<file path="src/sv/gjd_pkg.sv">
// ----------------------------------------------------------------------------
// gjd_pkg
// Shared types, constants and small helper functions of the Gregorian and
// Jalali date converter pipeline.
// ----------------------------------------------------------------------------
package gjd_pkg;

  localparam int JalEpochOfs  = 355666;
  localparam int GregEpochOfs = 355668;
  localparam int JalYearOfs   = 1595;
  localparam int CycJal33     = 12053;
  localparam int CycQuad      = 1461;
  localparam int CycGreg400   = 146097;
  localparam int CycGreg100   = 36524;
  localparam int DaysYear     = 365;
  localparam int JalFirstHalf = 186;
  localparam int MonthsYear   = 12;

  localparam int Recip25      = ((1 << 15) + 24) / 25;
  localparam int Recip33      = ((1 << 15) + 32) / 33;
  localparam int Div12053M    = (1 << 21) / CycJal33;
  localparam int Div146097M   = (1 << 21) / CycGreg400;
  localparam int Div1461M14   = (1 << 14) / CycQuad;
  localparam int Div1461M16   = (1 << 16) / CycQuad;

  typedef struct packed {
    logic        mode;
    logic [11:0] year;
    logic [3:0]  month;
    logic [4:0]  day;
  } gjd_in_t;

  typedef struct packed {
    logic        mode;
    logic        err;
    logic [20:0] n0;
    logic [20:0] n1;
  } gjd_dn_t;

  typedef struct packed {
    logic        mode;
    logic        err;
    logic [10:0] n0;
    logic [11:0] yr0;
    logic [15:0] n1;
    logic [1:0]  q100;
    logic [12:0] yr1;
  } gjd_era_t;

  typedef struct packed {
    logic        mode;
    logic        err;
    logic [3:0]  m0;
    logic [4:0]  d0;
    logic [11:0] yr0;
    logic [8:0]  n1d;
    logic        leap;
    logic [12:0] yr1;
  } gjd_quad_t;

  typedef struct packed {
    logic [11:0] year;
    logic [3:0]  month;
    logic [4:0]  day;
    logic        err;
  } gjd_res_t;

  function automatic logic [8:0] greg_mstart(input logic [3:0] m);
    logic [8:0] v;
    unique case (m)
      4'd1:    v = 9'd0;
      4'd2:    v = 9'd31;
      4'd3:    v = 9'd59;
      4'd4:    v = 9'd90;
      4'd5:    v = 9'd120;
      4'd6:    v = 9'd151;
      4'd7:    v = 9'd181;
      4'd8:    v = 9'd212;
      4'd9:    v = 9'd243;
      4'd10:   v = 9'd273;
      4'd11:   v = 9'd304;
      4'd12:   v = 9'd334;
      default: v = 9'd0;
    endcase
    return v;
  endfunction

  function automatic logic [8:0] jal_moff(input logic [3:0] m);
    logic [8:0] v;
    unique case (m)
      4'd1:    v = 9'd0;
      4'd2:    v = 9'd31;
      4'd3:    v = 9'd62;
      4'd4:    v = 9'd93;
      4'd5:    v = 9'd124;
      4'd6:    v = 9'd155;
      4'd7:    v = 9'd186;
      4'd8:    v = 9'd216;
      4'd9:    v = 9'd246;
      4'd10:   v = 9'd276;
      4'd11:   v = 9'd306;
      4'd12:   v = 9'd336;
      default: v = 9'd0;
    endcase
    return v;
  endfunction

  // Days before the start of month k + 1 of a Gregorian year, k in 1..11.
  function automatic logic [8:0] greg_cum(input logic [3:0] k, input logic leap);
    logic [8:0] v;
    unique case (k)
      4'd1:    v = 9'd31;
      4'd2:    v = 9'd59;
      4'd3:    v = 9'd90;
      4'd4:    v = 9'd120;
      4'd5:    v = 9'd151;
      4'd6:    v = 9'd181;
      4'd7:    v = 9'd212;
      4'd8:    v = 9'd243;
      4'd9:    v = 9'd273;
      4'd10:   v = 9'd304;
      4'd11:   v = 9'd334;
      default: v = 9'd0;
    endcase
    if (leap && k >= 4'd2) begin
      v = v + 9'd1;
    end
    return v;
  endfunction

  // Exact quotient by 25 for values below 1124.
  function automatic logic [5:0] div25(input logic [10:0] y);
    logic [21:0] p;
    p = 22'(y) * 22'(Recip25);
    return p[20:15];
  endfunction

  // Whole years elapsed inside a four-year cycle for a day offset below 1461.
  function automatic logic [1:0] quad_year(input logic [10:0] n);
    logic [1:0] q;
    if (n >= 11'(3 * DaysYear + 1)) begin
      q = 2'd3;
    end else if (n >= 11'(2 * DaysYear + 1)) begin
      q = 2'd2;
    end else if (n >= 11'(DaysYear + 1)) begin
      q = 2'd1;
    end else begin
      q = 2'd0;
    end
    return q;
  endfunction

endpackage

</file>
<file path="src/sv/gregorian_jalali_date_converter_unit.sv">
// ----------------------------------------------------------------------------
// gregorian_jalali_date_converter_unit
// Converts a date between the Gregorian and Jalali calendars.
// ----------------------------------------------------------------------------
// The input channel carries one date per transaction: in_mode selects the
// direction (0 for Gregorian to Jalali, 1 for Jalali to Gregorian), and
// in_year_in, in_month_in and in_day_in hold the source date. Each accepted
// transaction yields exactly one result transaction on the output channel.
// A month outside 1..12 raises out_input_error with a zero date.
// The conversion runs through eleven register stages, the last of which is
// the output register. A new transaction can be accepted every cycle while
// in_stall is low. The pipeline advances as a whole: while out_valid is
// high and out_stall is asserted every stage holds, and in_stall is raised
// for the same cycle. Nothing is lost or repeated across a stall. Reset
// clears all stage valid bits, leaving the pipeline empty; no state is kept
// between transactions.
// ----------------------------------------------------------------------------
module gregorian_jalali_date_converter_unit (
  input  logic        clk,
  input  logic        rst_n,
  input  logic        in_valid,
  output logic        in_stall,
  input  logic        in_mode,
  input  logic [11:0] in_year_in,
  input  logic [3:0]  in_month_in,
  input  logic [4:0]  in_day_in,
  output logic        out_valid,
  input  logic        out_stall,
  output logic [11:0] out_year_out,
  output logic [3:0]  out_month_out,
  output logic [4:0]  out_day_out,
  output logic        out_input_error
);

  logic               en;
  gjd_pkg::gjd_in_t   din;
  logic               dn_vld, era_vld, quad_vld;
  gjd_pkg::gjd_dn_t   dn_d;
  gjd_pkg::gjd_era_t  era_d;
  gjd_pkg::gjd_quad_t quad_d;
  gjd_pkg::gjd_res_t  res;

  assign en       = !(out_valid && out_stall);
  assign in_stall = !en;

  assign din.mode  = in_mode;
  assign din.year  = in_year_in;
  assign din.month = in_month_in;
  assign din.day   = in_day_in;

  gjd_daynum u_daynum (
    .clk   (clk),
    .rst_n (rst_n),
    .en    (en),
    .vld_i (in_valid),
    .d_i   (din),
    .vld_o (dn_vld),
    .d_o   (dn_d)
  );

  gjd_era u_era (
    .clk   (clk),
    .rst_n (rst_n),
    .en    (en),
    .vld_i (dn_vld),
    .d_i   (dn_d),
    .vld_o (era_vld),
    .d_o   (era_d)
  );

  gjd_quad u_quad (
    .clk   (clk),
    .rst_n (rst_n),
    .en    (en),
    .vld_i (era_vld),
    .d_i   (era_d),
    .vld_o (quad_vld),
    .d_o   (quad_d)
  );

  gjd_month u_month (
    .clk   (clk),
    .rst_n (rst_n),
    .en    (en),
    .vld_i (quad_vld),
    .d_i   (quad_d),
    .vld_o (out_valid),
    .d_o   (res)
  );

  assign out_year_out    = res.year;
  assign out_month_out   = res.month;
  assign out_day_out     = res.day;
  assign out_input_error = res.err;

endmodule

</file>
<file path="src/sv/gjd_daynum.sv">
// ----------------------------------------------------------------------------
// gjd_daynum
// Three pipeline stages that turn the source date into day counts from the
// common epoch, one for each conversion direction.
// ----------------------------------------------------------------------------
module gjd_daynum (
  input  logic              clk,
  input  logic              rst_n,
  input  logic              en,
  input  logic              vld_i,
  input  gjd_pkg::gjd_in_t  d_i,
  output logic              vld_o,
  output gjd_pkg::gjd_dn_t  d_o
);

  typedef struct packed {
    logic        mode;
    logic        err;
    logic [20:0] g365;
    logic [10:0] g_x4;
    logic [5:0]  g_q100;
    logic [3:0]  g_q400;
    logic [8:0]  g_mst;
    logic [12:0] jy2;
    logic [7:0]  j_q33;
    logic [8:0]  j_moff;
    logic [4:0]  day;
  } dn_s1_t;

  typedef struct packed {
    logic        mode;
    logic        err;
    logic [20:0] n0;
    logic [20:0] j365;
    logic [7:0]  j_q33;
    logic [3:0]  j_r33t;
    logic [8:0]  j_moff;
    logic [4:0]  day;
  } dn_s2_t;

  logic [2:0]       vld_r;
  dn_s1_t           s1_r, s1_nxt;
  dn_s2_t           s2_r, s2_nxt;
  gjd_pkg::gjd_dn_t s3_r, s3_nxt;

  logic [12:0] gy2, gx3, gx99, gx399, jy2;
  logic [22:0] p33;
  logic [12:0] r33w;
  logic [6:0]  r33p3;

  always_comb begin
    gy2   = {1'b0, d_i.year} + 13'(d_i.month > 4'd2);
    gx3   = gy2 + 13'd3;
    gx99  = gy2 + 13'd99;
    gx399 = gy2 + 13'd399;
    jy2   = {1'b0, d_i.year} + 13'(gjd_pkg::JalYearOfs);
    p33   = 23'(jy2) * 23'(gjd_pkg::Recip33);
    s1_nxt.mode   = d_i.mode;
    s1_nxt.err    = (d_i.month == 4'd0) || (d_i.month > 4'(gjd_pkg::MonthsYear));
    s1_nxt.g365   = 21'(d_i.year) * 21'(gjd_pkg::DaysYear);
    s1_nxt.g_x4   = gx3[12:2];
    s1_nxt.g_q100 = gjd_pkg::div25(gx99[12:2]);
    s1_nxt.g_q400 = 4'(gjd_pkg::div25(2'b00 + 11'(gx399[12:4])));
    s1_nxt.g_mst  = gjd_pkg::greg_mstart(d_i.month);
    s1_nxt.jy2    = jy2;
    s1_nxt.j_q33  = p33[22:15];
    s1_nxt.j_moff = gjd_pkg::jal_moff(d_i.month);
    s1_nxt.day    = d_i.day;
  end

  always_comb begin
    r33w  = s1_r.jy2 - 13'(s1_r.j_q33) * 13'd33;
    r33p3 = 7'(r33w[5:0]) + 7'd3;
    s2_nxt.mode   = s1_r.mode;
    s2_nxt.err    = s1_r.err;
    s2_nxt.n0     = 21'(gjd_pkg::JalEpochOfs) + s1_r.g365 + 21'(s1_r.g_x4)
                  + 21'(s1_r.g_q400) + 21'(s1_r.day) + 21'(s1_r.g_mst)
                  - 21'(s1_r.g_q100);
    s2_nxt.j365   = 21'(s1_r.jy2) * 21'(gjd_pkg::DaysYear);
    s2_nxt.j_q33  = s1_r.j_q33;
    s2_nxt.j_r33t = r33p3[5:2];
    s2_nxt.j_moff = s1_r.j_moff;
    s2_nxt.day    = s1_r.day;
  end

  always_comb begin
    s3_nxt.mode = s2_r.mode;
    s3_nxt.err  = s2_r.err;
    s3_nxt.n0   = s2_r.n0;
    s3_nxt.n1   = s2_r.j365 + 21'({s2_r.j_q33, 3'b000}) + 21'(s2_r.j_r33t)
                + 21'(s2_r.day) + 21'(s2_r.j_moff) - 21'(gjd_pkg::GregEpochOfs);
  end

  always_ff @(posedge clk) begin
    if (!rst_n) begin
      vld_r <= '0;
    end else if (en) begin
      vld_r <= {vld_r[1:0], vld_i};
    end
  end

  always_ff @(posedge clk) begin
    if (en) begin
      s1_r <= s1_nxt;
      s2_r <= s2_nxt;
      s3_r <= s3_nxt;
    end
  end

  assign vld_o = vld_r[2];
  assign d_o   = s3_r;

endmodule

</file>
<file path="src/sv/gjd_era.sv">
// ----------------------------------------------------------------------------
// gjd_era
// Four pipeline stages that split the day counts into 33-year Jalali cycles
// and 400-year and 100-year Gregorian cycles, followed by the Jalali
// four-year cycle.
// ----------------------------------------------------------------------------
module gjd_era (
  input  logic              clk,
  input  logic              rst_n,
  input  logic              en,
  input  logic              vld_i,
  input  gjd_pkg::gjd_dn_t  d_i,
  output logic              vld_o,
  output gjd_pkg::gjd_era_t d_o
);

  typedef struct packed {
    logic        mode;
    logic        err;
    logic [20:0] n0;
    logic [7:0]  q0e;
    logic [20:0] n1;
    logic [3:0]  q1e;
  } era_s4_t;

  typedef struct packed {
    logic        mode;
    logic        err;
    logic [13:0] r0;
    logic [7:0]  q0;
    logic [17:0] r1;
    logic [3:0]  q1;
  } era_s5_t;

  typedef struct packed {
    logic        mode;
    logic        err;
    logic [13:0] r0;
    logic [3:0]  q4e0;
    logic [11:0] yr0;
    logic [17:0] r1;
    logic [1:0]  q100;
    logic [12:0] yr1;
  } era_s6_t;

  logic [3:0]        vld_r;
  era_s4_t           s4_r, s4_nxt;
  era_s5_t           s5_r, s5_nxt;
  era_s6_t           s6_r, s6_nxt;
  gjd_pkg::gjd_era_t s7_r, s7_nxt;

  logic [28:0] p0;
  logic [24:0] p1;
  logic [20:0] r0w, r1w;
  logic        fix0, fix1;
  logic [17:0] p4;
  logic [13:0] w0;
  logic        fix4;
  logic [3:0]  q4;
  logic        cent;
  logic [17:0] rem;

  always_comb begin
    p0 = 29'(d_i.n0) * 29'(gjd_pkg::Div12053M);
    p1 = 25'(d_i.n1) * 25'(gjd_pkg::Div146097M);
    s4_nxt.mode = d_i.mode;
    s4_nxt.err  = d_i.err;
    s4_nxt.n0   = d_i.n0;
    s4_nxt.q0e  = p0[28:21];
    s4_nxt.n1   = d_i.n1;
    s4_nxt.q1e  = p1[24:21];
  end

  always_comb begin
    r0w  = s4_r.n0 - 21'(s4_r.q0e) * 21'(gjd_pkg::CycJal33);
    fix0 = r0w >= 21'(gjd_pkg::CycJal33);
    r1w  = s4_r.n1 - 21'(s4_r.q1e) * 21'(gjd_pkg::CycGreg400);
    fix1 = r1w >= 21'(gjd_pkg::CycGreg400);
    s5_nxt.mode = s4_r.mode;
    s5_nxt.err  = s4_r.err;
    s5_nxt.r0   = fix0 ? 14'(r0w - 21'(gjd_pkg::CycJal33)) : 14'(r0w);
    s5_nxt.q0   = s4_r.q0e + 8'(fix0);
    s5_nxt.r1   = fix1 ? 18'(r1w - 21'(gjd_pkg::CycGreg400)) : 18'(r1w);
    s5_nxt.q1   = s4_r.q1e + 4'(fix1);
  end

  always_comb begin
    p4 = 18'(s5_r.r0) * 18'(gjd_pkg::Div1461M14);
    s6_nxt.mode = s5_r.mode;
    s6_nxt.err  = s5_r.err;
    s6_nxt.r0   = s5_r.r0;
    s6_nxt.q4e0 = p4[17:14];
    s6_nxt.yr0  = 12'(s5_r.q0) * 12'd33 - 12'(gjd_pkg::JalYearOfs);
    s6_nxt.r1   = s5_r.r1;
    if (s5_r.r1 >= 18'(3 * gjd_pkg::CycGreg100 + 1)) begin
      s6_nxt.q100 = 2'd3;
    end else if (s5_r.r1 >= 18'(2 * gjd_pkg::CycGreg100 + 1)) begin
      s6_nxt.q100 = 2'd2;
    end else if (s5_r.r1 >= 18'(gjd_pkg::CycGreg100 + 1)) begin
      s6_nxt.q100 = 2'd1;
    end else begin
      s6_nxt.q100 = 2'd0;
    end
    s6_nxt.yr1  = 13'(s5_r.q1) * 13'd400;
  end

  always_comb begin
    w0   = s6_r.r0 - 14'(s6_r.q4e0) * 14'(gjd_pkg::CycQuad);
    fix4 = w0 >= 14'(gjd_pkg::CycQuad);
    q4   = s6_r.q4e0 + 4'(fix4);
    cent = s6_r.q100 != 2'd0;
    rem  = s6_r.r1 - 18'(cent) - 18'(s6_r.q100) * 18'(gjd_pkg::CycGreg100);
    if (cent && rem >= 18'(gjd_pkg::DaysYear)) begin
      rem = rem + 18'd1;
    end
    s7_nxt.mode = s6_r.mode;
    s7_nxt.err  = s6_r.err;
    s7_nxt.n0   = fix4 ? 11'(w0 - 14'(gjd_pkg::CycQuad)) : 11'(w0);
    s7_nxt.yr0  = s6_r.yr0 + 12'({q4, 2'b00});
    s7_nxt.n1   = 16'(rem);
    s7_nxt.q100 = s6_r.q100;
    s7_nxt.yr1  = s6_r.yr1 + 13'(s6_r.q100) * 13'd100;
  end

  always_ff @(posedge clk) begin
    if (!rst_n) begin
      vld_r <= '0;
    end else if (en) begin
      vld_r <= {vld_r[2:0], vld_i};
    end
  end

  always_ff @(posedge clk) begin
    if (en) begin
      s4_r <= s4_nxt;
      s5_r <= s5_nxt;
      s6_r <= s6_nxt;
      s7_r <= s7_nxt;
    end
  end

  assign vld_o = vld_r[3];
  assign d_o   = s7_r;

endmodule

</file>
<file path="src/sv/gjd_quad.sv">
// ----------------------------------------------------------------------------
// gjd_quad
// Three pipeline stages that resolve the year inside the four-year cycle,
// finish the Jalali month and day, and find the Gregorian leap-year flag.
// ----------------------------------------------------------------------------
module gjd_quad (
  input  logic               clk,
  input  logic               rst_n,
  input  logic               en,
  input  logic               vld_i,
  input  gjd_pkg::gjd_era_t  d_i,
  output logic               vld_o,
  output gjd_pkg::gjd_quad_t d_o
);

  typedef struct packed {
    logic        mode;
    logic        err;
    logic [8:0]  n0d;
    logic [11:0] yr0;
    logic [15:0] n1;
    logic [4:0]  q4e1;
    logic [1:0]  q100;
    logic [12:0] yr1;
  } quad_s8_t;

  typedef struct packed {
    logic        mode;
    logic        err;
    logic [3:0]  m0;
    logic [4:0]  d0;
    logic [11:0] yr0;
    logic [10:0] n1c;
    logic [4:0]  q4;
    logic [1:0]  q100;
    logic [12:0] yr1;
  } quad_s9_t;

  logic [2:0]         vld_r;
  quad_s8_t           s8_r, s8_nxt;
  quad_s9_t           s9_r, s9_nxt;
  gjd_pkg::gjd_quad_t s10_r, s10_nxt;

  logic [1:0]  qy0, qy1;
  logic [21:0] p1;
  logic [15:0] w1;
  logic        fix1;
  logic [4:0]  q4;
  logic [8:0]  t0;
  logic [2:0]  qm;

  always_comb begin
    qy0 = gjd_pkg::quad_year(d_i.n0);
    p1  = 22'(d_i.n1) * 22'(gjd_pkg::Div1461M16);
    s8_nxt.mode = d_i.mode;
    s8_nxt.err  = d_i.err;
    s8_nxt.n0d  = 9'(d_i.n0 - 11'(qy0 != 2'd0) - 11'(qy0) * 11'(gjd_pkg::DaysYear));
    s8_nxt.yr0  = d_i.yr0 + 12'(qy0);
    s8_nxt.n1   = d_i.n1;
    s8_nxt.q4e1 = p1[20:16];
    s8_nxt.q100 = d_i.q100;
    s8_nxt.yr1  = d_i.yr1;
  end

  always_comb begin
    qm = 3'd0;
    t0 = 9'd0;
    if (s8_r.n0d < 9'(gjd_pkg::JalFirstHalf)) begin
      for (int k = 1; k <= 5; k++) begin
        if (s8_r.n0d >= 9'(31 * k)) begin
          qm = qm + 3'd1;
        end
      end
      s9_nxt.m0 = 4'd1 + 4'(qm);
      s9_nxt.d0 = 5'(s8_r.n0d - 9'(qm) * 9'd31 + 9'd1);
    end else begin
      t0 = s8_r.n0d - 9'(gjd_pkg::JalFirstHalf);
      for (int k = 1; k <= 5; k++) begin
        if (t0 >= 9'(30 * k)) begin
          qm = qm + 3'd1;
        end
      end
      s9_nxt.m0 = 4'd7 + 4'(qm);
      s9_nxt.d0 = 5'(t0 - 9'(qm) * 9'd30 + 9'd1);
    end
    w1   = s8_r.n1 - 16'(s8_r.q4e1) * 16'(gjd_pkg::CycQuad);
    fix1 = w1 >= 16'(gjd_pkg::CycQuad);
    q4   = s8_r.q4e1 + 5'(fix1);
    s9_nxt.mode = s8_r.mode;
    s9_nxt.err  = s8_r.err;
    s9_nxt.yr0  = s8_r.yr0;
    s9_nxt.n1c  = fix1 ? 11'(w1 - 16'(gjd_pkg::CycQuad)) : 11'(w1);
    s9_nxt.q4   = q4;
    s9_nxt.q100 = s8_r.q100;
    s9_nxt.yr1  = s8_r.yr1 + 13'({q4, 2'b00});
  end

  always_comb begin
    qy1 = gjd_pkg::quad_year(s9_r.n1c);
    s10_nxt.mode = s9_r.mode;
    s10_nxt.err  = s9_r.err;
    s10_nxt.m0   = s9_r.m0;
    s10_nxt.d0   = s9_r.d0;
    s10_nxt.yr0  = s9_r.yr0;
    s10_nxt.n1d  = 9'(s9_r.n1c - 11'(qy1 != 2'd0) - 11'(qy1) * 11'(gjd_pkg::DaysYear));
    s10_nxt.leap = (qy1 == 2'd0) && ((s9_r.q4 != 5'd0) || (s9_r.q100 == 2'd0));
    s10_nxt.yr1  = s9_r.yr1 + 13'(qy1);
  end

  always_ff @(posedge clk) begin
    if (!rst_n) begin
      vld_r <= '0;
    end else if (en) begin
      vld_r <= {vld_r[1:0], vld_i};
    end
  end

  always_ff @(posedge clk) begin
    if (en) begin
      s8_r  <= s8_nxt;
      s9_r  <= s9_nxt;
      s10_r <= s10_nxt;
    end
  end

  assign vld_o = vld_r[2];
  assign d_o   = s10_r;

endmodule

</file>
<file path="src/sv/gjd_month.sv">
// ----------------------------------------------------------------------------
// gjd_month
// Last pipeline stage: finds the Gregorian month and day from the day of the
// year, selects the result of the requested direction and holds it in the
// output register.
// ----------------------------------------------------------------------------
module gjd_month (
  input  logic               clk,
  input  logic               rst_n,
  input  logic               en,
  input  logic               vld_i,
  input  gjd_pkg::gjd_quad_t d_i,
  output logic               vld_o,
  output gjd_pkg::gjd_res_t  d_o
);

  logic              vld_r;
  gjd_pkg::gjd_res_t res_r, res_nxt;

  logic [8:0] day1, base, total;
  logic [3:0] cnt;
  logic [3:0] m1;
  logic [4:0] d1;

  always_comb begin
    day1  = d_i.n1d + 9'd1;
    total = 9'(gjd_pkg::DaysYear) + 9'(d_i.leap);
    cnt   = 4'd0;
    for (int k = 1; k < gjd_pkg::MonthsYear; k++) begin
      if (day1 > gjd_pkg::greg_cum(4'(k), d_i.leap)) begin
        cnt = cnt + 4'd1;
      end
    end
    base = gjd_pkg::greg_cum(cnt, d_i.leap);
    if (day1 > total) begin
      m1 = 4'(gjd_pkg::MonthsYear);
      d1 = 5'(day1 - total);
    end else begin
      m1 = cnt + 4'd1;
      d1 = 5'(day1 - base);
    end
    if (d_i.err) begin
      res_nxt.year  = 12'd0;
      res_nxt.month = 4'd0;
      res_nxt.day   = 5'd0;
    end else if (d_i.mode) begin
      res_nxt.year  = d_i.yr1[11:0];
      res_nxt.month = m1;
      res_nxt.day   = d1;
    end else begin
      res_nxt.year  = d_i.yr0;
      res_nxt.month = d_i.m0;
      res_nxt.day   = d_i.d0;
    end
    res_nxt.err = d_i.err;
  end

  always_ff @(posedge clk) begin
    if (!rst_n) begin
      vld_r <= 1'b0;
    end else if (en) begin
      vld_r <= vld_i;
    end
  end

  always_ff @(posedge clk) begin
    if (en) begin
      res_r <= res_nxt;
    end
  end

  assign vld_o = vld_r;
  assign d_o   = res_r;

endmodule
</file>
<file path="config.mk">
export PLATFORM = sky130hd
export DESIGN_NAME = gregorian_jalali_date_converter_unit
export DESIGN_NICKNAME = d
export VERILOG_FILES = /design/src/sv/gjd_pkg.sv /design/src/sv/gregorian_jalali_date_converter_unit.sv /design/src/sv/gjd_daynum.sv /design/src/sv/gjd_era.sv /design/src/sv/gjd_quad.sv /design/src/sv/gjd_month.sv
export SDC_FILE = /design/constraint.sdc
export NUM_CORES = 2
export LEC_CHECK = 0
export BUFFER_PORTS_ARGS = -buffer_cell sky130_fd_sc_hd__buf_2
export CORE_ASPECT_RATIO = 0.75
export CORE_UTILIZATION = 40
export DETAILED_ROUTE_END_ITERATION = 8
export SETUP_SLACK_MARGIN = 0.15
export SKIP_CTS_REPAIR_TIMING = 1
export SYNTH_ARGS = -nofsm -noshare
export SYNTH_HDL_FRONTEND = slang
export SYNTH_SLANG_ARGS = --single-unit
</file>
<file path="constraint.sdc">
create_clock -name clk -period 24.8 [get_ports clk]
set_clock_uncertainty 0.1 [all_clocks]
set_input_delay 0 -clock clk [delete_from_list [all_inputs] [get_ports clk]]
set_output_delay 0 -clock clk [all_outputs]
set_load 0.05 [all_outputs]
</file>
==> results.yml <==
synthesis:
  avgSynthCellArea_um2: 10.7
  ys_ff_latch: 594
  synth_edf_count: 583
  yosysWarnings: 0
  post_synth_num_cell_types: 92
  synthCells: 5128
  synth_seq_area_share_pct: 32.2
  async_flop_share_pct: 0
  yosys.area.top_type_share_pct: 31.8
  yosysMostFrequentCell: "inv_1"
  synth_nets: 6500
  yosys_most_used_dff: "edfxtp_1"
  synth_area_mm2: 0.0551
  yosysTopAreaCell: "edfxtp_1"
  synthTopCellsByArea: "edfxtp_1 (32%), ha_1 (21%), fa_1 (15%)"
  synth_commonest_cells: "inv_1 (1129), ha_1 (923), edfxtp_1 (583), fa_1 (423), xnor2_1 (304)"
worst_setup_path:
  ff2ff_path_depth: 54
  path_max_fanout: 13
  arrival_ps: 12950
  cpMostUsedCell: "ha_1"
  worstSetupEndpointType: "flop"
  critPathLaunchType: "flop"
  cp.required_ps: 25050
  crit_slowest_cell: "edfxtp_1"
  worstSetupPathType: "reg2reg"
  cpPeakStageDelay_ps: 600
status:
  status: "finished clean"
sta:
  slew_headroom_pct: 27.2
  worst_pin_slew_ps: 1090
  finalHoldViolCount: 0
  period_needed_ps: 12700
  clock.fmax_mhz: 78.8
  setup_viol: 0
  period_share_pct: 51.2
  fin_setup_tns_ps: 0
  final_max_slew_viol_count: 0
  grt_setup_unrepaired: "false"
cts:
  clk_pin_slew_worst_paths_ps: 60
  cts.sinks: 594
  cts_root_buf: "clkbuf_16"
  htreeDepth: 3
  cts_made_buffers: 69
  clk-insertion-delay-late_ps: 630
  cts_tree: "done"
  cts.path.max_buffers: 3
global_routing:
  first_global_vias: 34400
  grt_util_all_layers_pct: 14.6
  grt_pass1_wl_um: 170000
  grt-ovfl-total: 0
  antenna_found_initial: 5
  grt_max_degree: 89
die:
  die_x_um: 431
  initial_core_util_pct: 40.5
  ioPinCount: 50
  core_region_area_mm2: 0.136
  die_area_mm2: 0.139
  rows: 117
  die_y_um: 323
routing:
  drc: 0
  dr.first_iter.drc_count: 1580
  first_pass_iters: 5
  drt-wirelength-per-cell_um: 13.9
  via_count: 34200
  vias_per_cell: 4.84
  wl_um: 98500
  drtAntennaViolNets: 0
placed_design:
  port_buffers: 49
  gp_congestion: 0.834
  dpl.hpwl_um: 78800
finish:
  drive_gt1_share_pct: 4.27
  synthToLayoutAreaGrowth_pct: 8.86
  nets: 6615
  fin_util_pct: 44.1
run:
  max_cap_viol_count: 0
worst_hold_path:
  hold_path_depth: 3
  min_path_type: "in2reg"
-- flip-flops by register name, indices dropped and copies added (netlist names), 22 cells and up --
name / cells
u_daynum.s1_r: 84
u_daynum.s2_r: 70
u_era.s6_r: 60
u_era.s4_r: 56
u_quad.s8_r: 54
u_era.d_o: 51
u_era.s5_r: 46
u_quad.d_o: 45
u_daynum.d_o: 44
u_quad.s9_r: 28
u_quad.s10_nxt: 23
u_month.d_o: 22
-- cell type report --
| class | count | area [um2] |
|---|---|---|
| antenna | 3 | 7.51 |
| fill | 12800 | 76100 |
| sequential | 594 | 17700 |
| clock inverter | 36 | 369 |
| timing repair buffer | 93 | 646 |
| inverter | 1130 | 4240 |
| clock buffer | 81 | 1840 |
| multi-input combinational | 3355 | 32900 |
| tap | 1785 | 2230 |
-- path summary, 6_finish.rpt --
kind / from / to / slack (ps)
max: u_quad.d_o[14] / u_month.d_o[5] / 12100
min: in_year_in[11] / u_daynum.s1_r[64] / 8
min reg2reg: u_daynum.d_o[42] / u_era.s4_r[54] / 300
max reg2reg: u_quad.d_o[14] / u_month.d_o[5] / 12100
-- critical path, delay by kind of cell, from the launching register on --
family	cells	cell delay (ps)
adder cells (fa/ha/maj)	12	3820
buffers and inverters	7	610
multiplexers	3	820
AO/OA/AOI/OAI	14	2890
flip-flops	1	600
AND/OR/NAND/NOR	14	2650
XOR/XNOR	4	900
-- through the flow --
| step | hold slack [ps] | setup slack [ps] | area, um2 | cells |
|---|---|---|---|---|
| final | 7.66 | 12100 | 60000 | 7077 |
| after global routing | 0.858 | 11250 | 60000 | 7077 |
| after CTS | -619 | 12150 | 59700 | 7046 |
| after global placement | 79.2 | 12480 | 57500 | 6929 |
| after detailed placement | 78.6 | 12240 | 57500 | 6929 |
| after floorplan | -1.13 | 7010 | 55100 | 5128 |
-- metal layers --
layer  vias up  track usage, %  share of wire, %
li1      17400               -                 -
met1     16300            21.1                51
met2       410            23.1                43
met3       106            2.63               3.7
met4         2            2.86               1.6
met5         -               0             0.012
-- cell families (layout without fill, tap and decap cells) --
logic type | Yosys count | count (layout) | synth area share [%]
other | 0 | 3 | 0
AOI/OAI and AO/OA | 761 | 761 | 8.83
buffers and inverters | 1179 | 1340 | 8.10
adders and majority gates | 1346 | 1346 | 36.3
and+or+nand+nor | 785 | 785 | 6.99
DFF | 594 | 594 | 32.2
muxes | 40 | 40 | 0.776
xor gates and xnor gates | 423 | 423 | 6.83
-- cells in the final DEF (no fill, tap or decap), types with 21 or more instances in the layout --
cell,n
inv_1,1129
ha_1,923
edfxtp_1,583
fa_1,423
xnor2_1,304
nand2_1,219
nor2_1,211
a21oi_1,201
o21ai_0,188
xor2_1,115
a21o_1,84
clkbuf_16,72
nand3_1,54
nor3_1,52
buf_2,49
a21boi_0,45
nand2b_1,43
nor2b_1,32
o21a_1,32
o21bai_1,30
dlygate4sd3_1,28
mux2i_1,27
a31oi_1,24
and2_1,22
and3_1,21
Power is left out: the tool's default activity adds up to more than one toggle a clock period on the data nets, which glitch-free logic cannot reach.
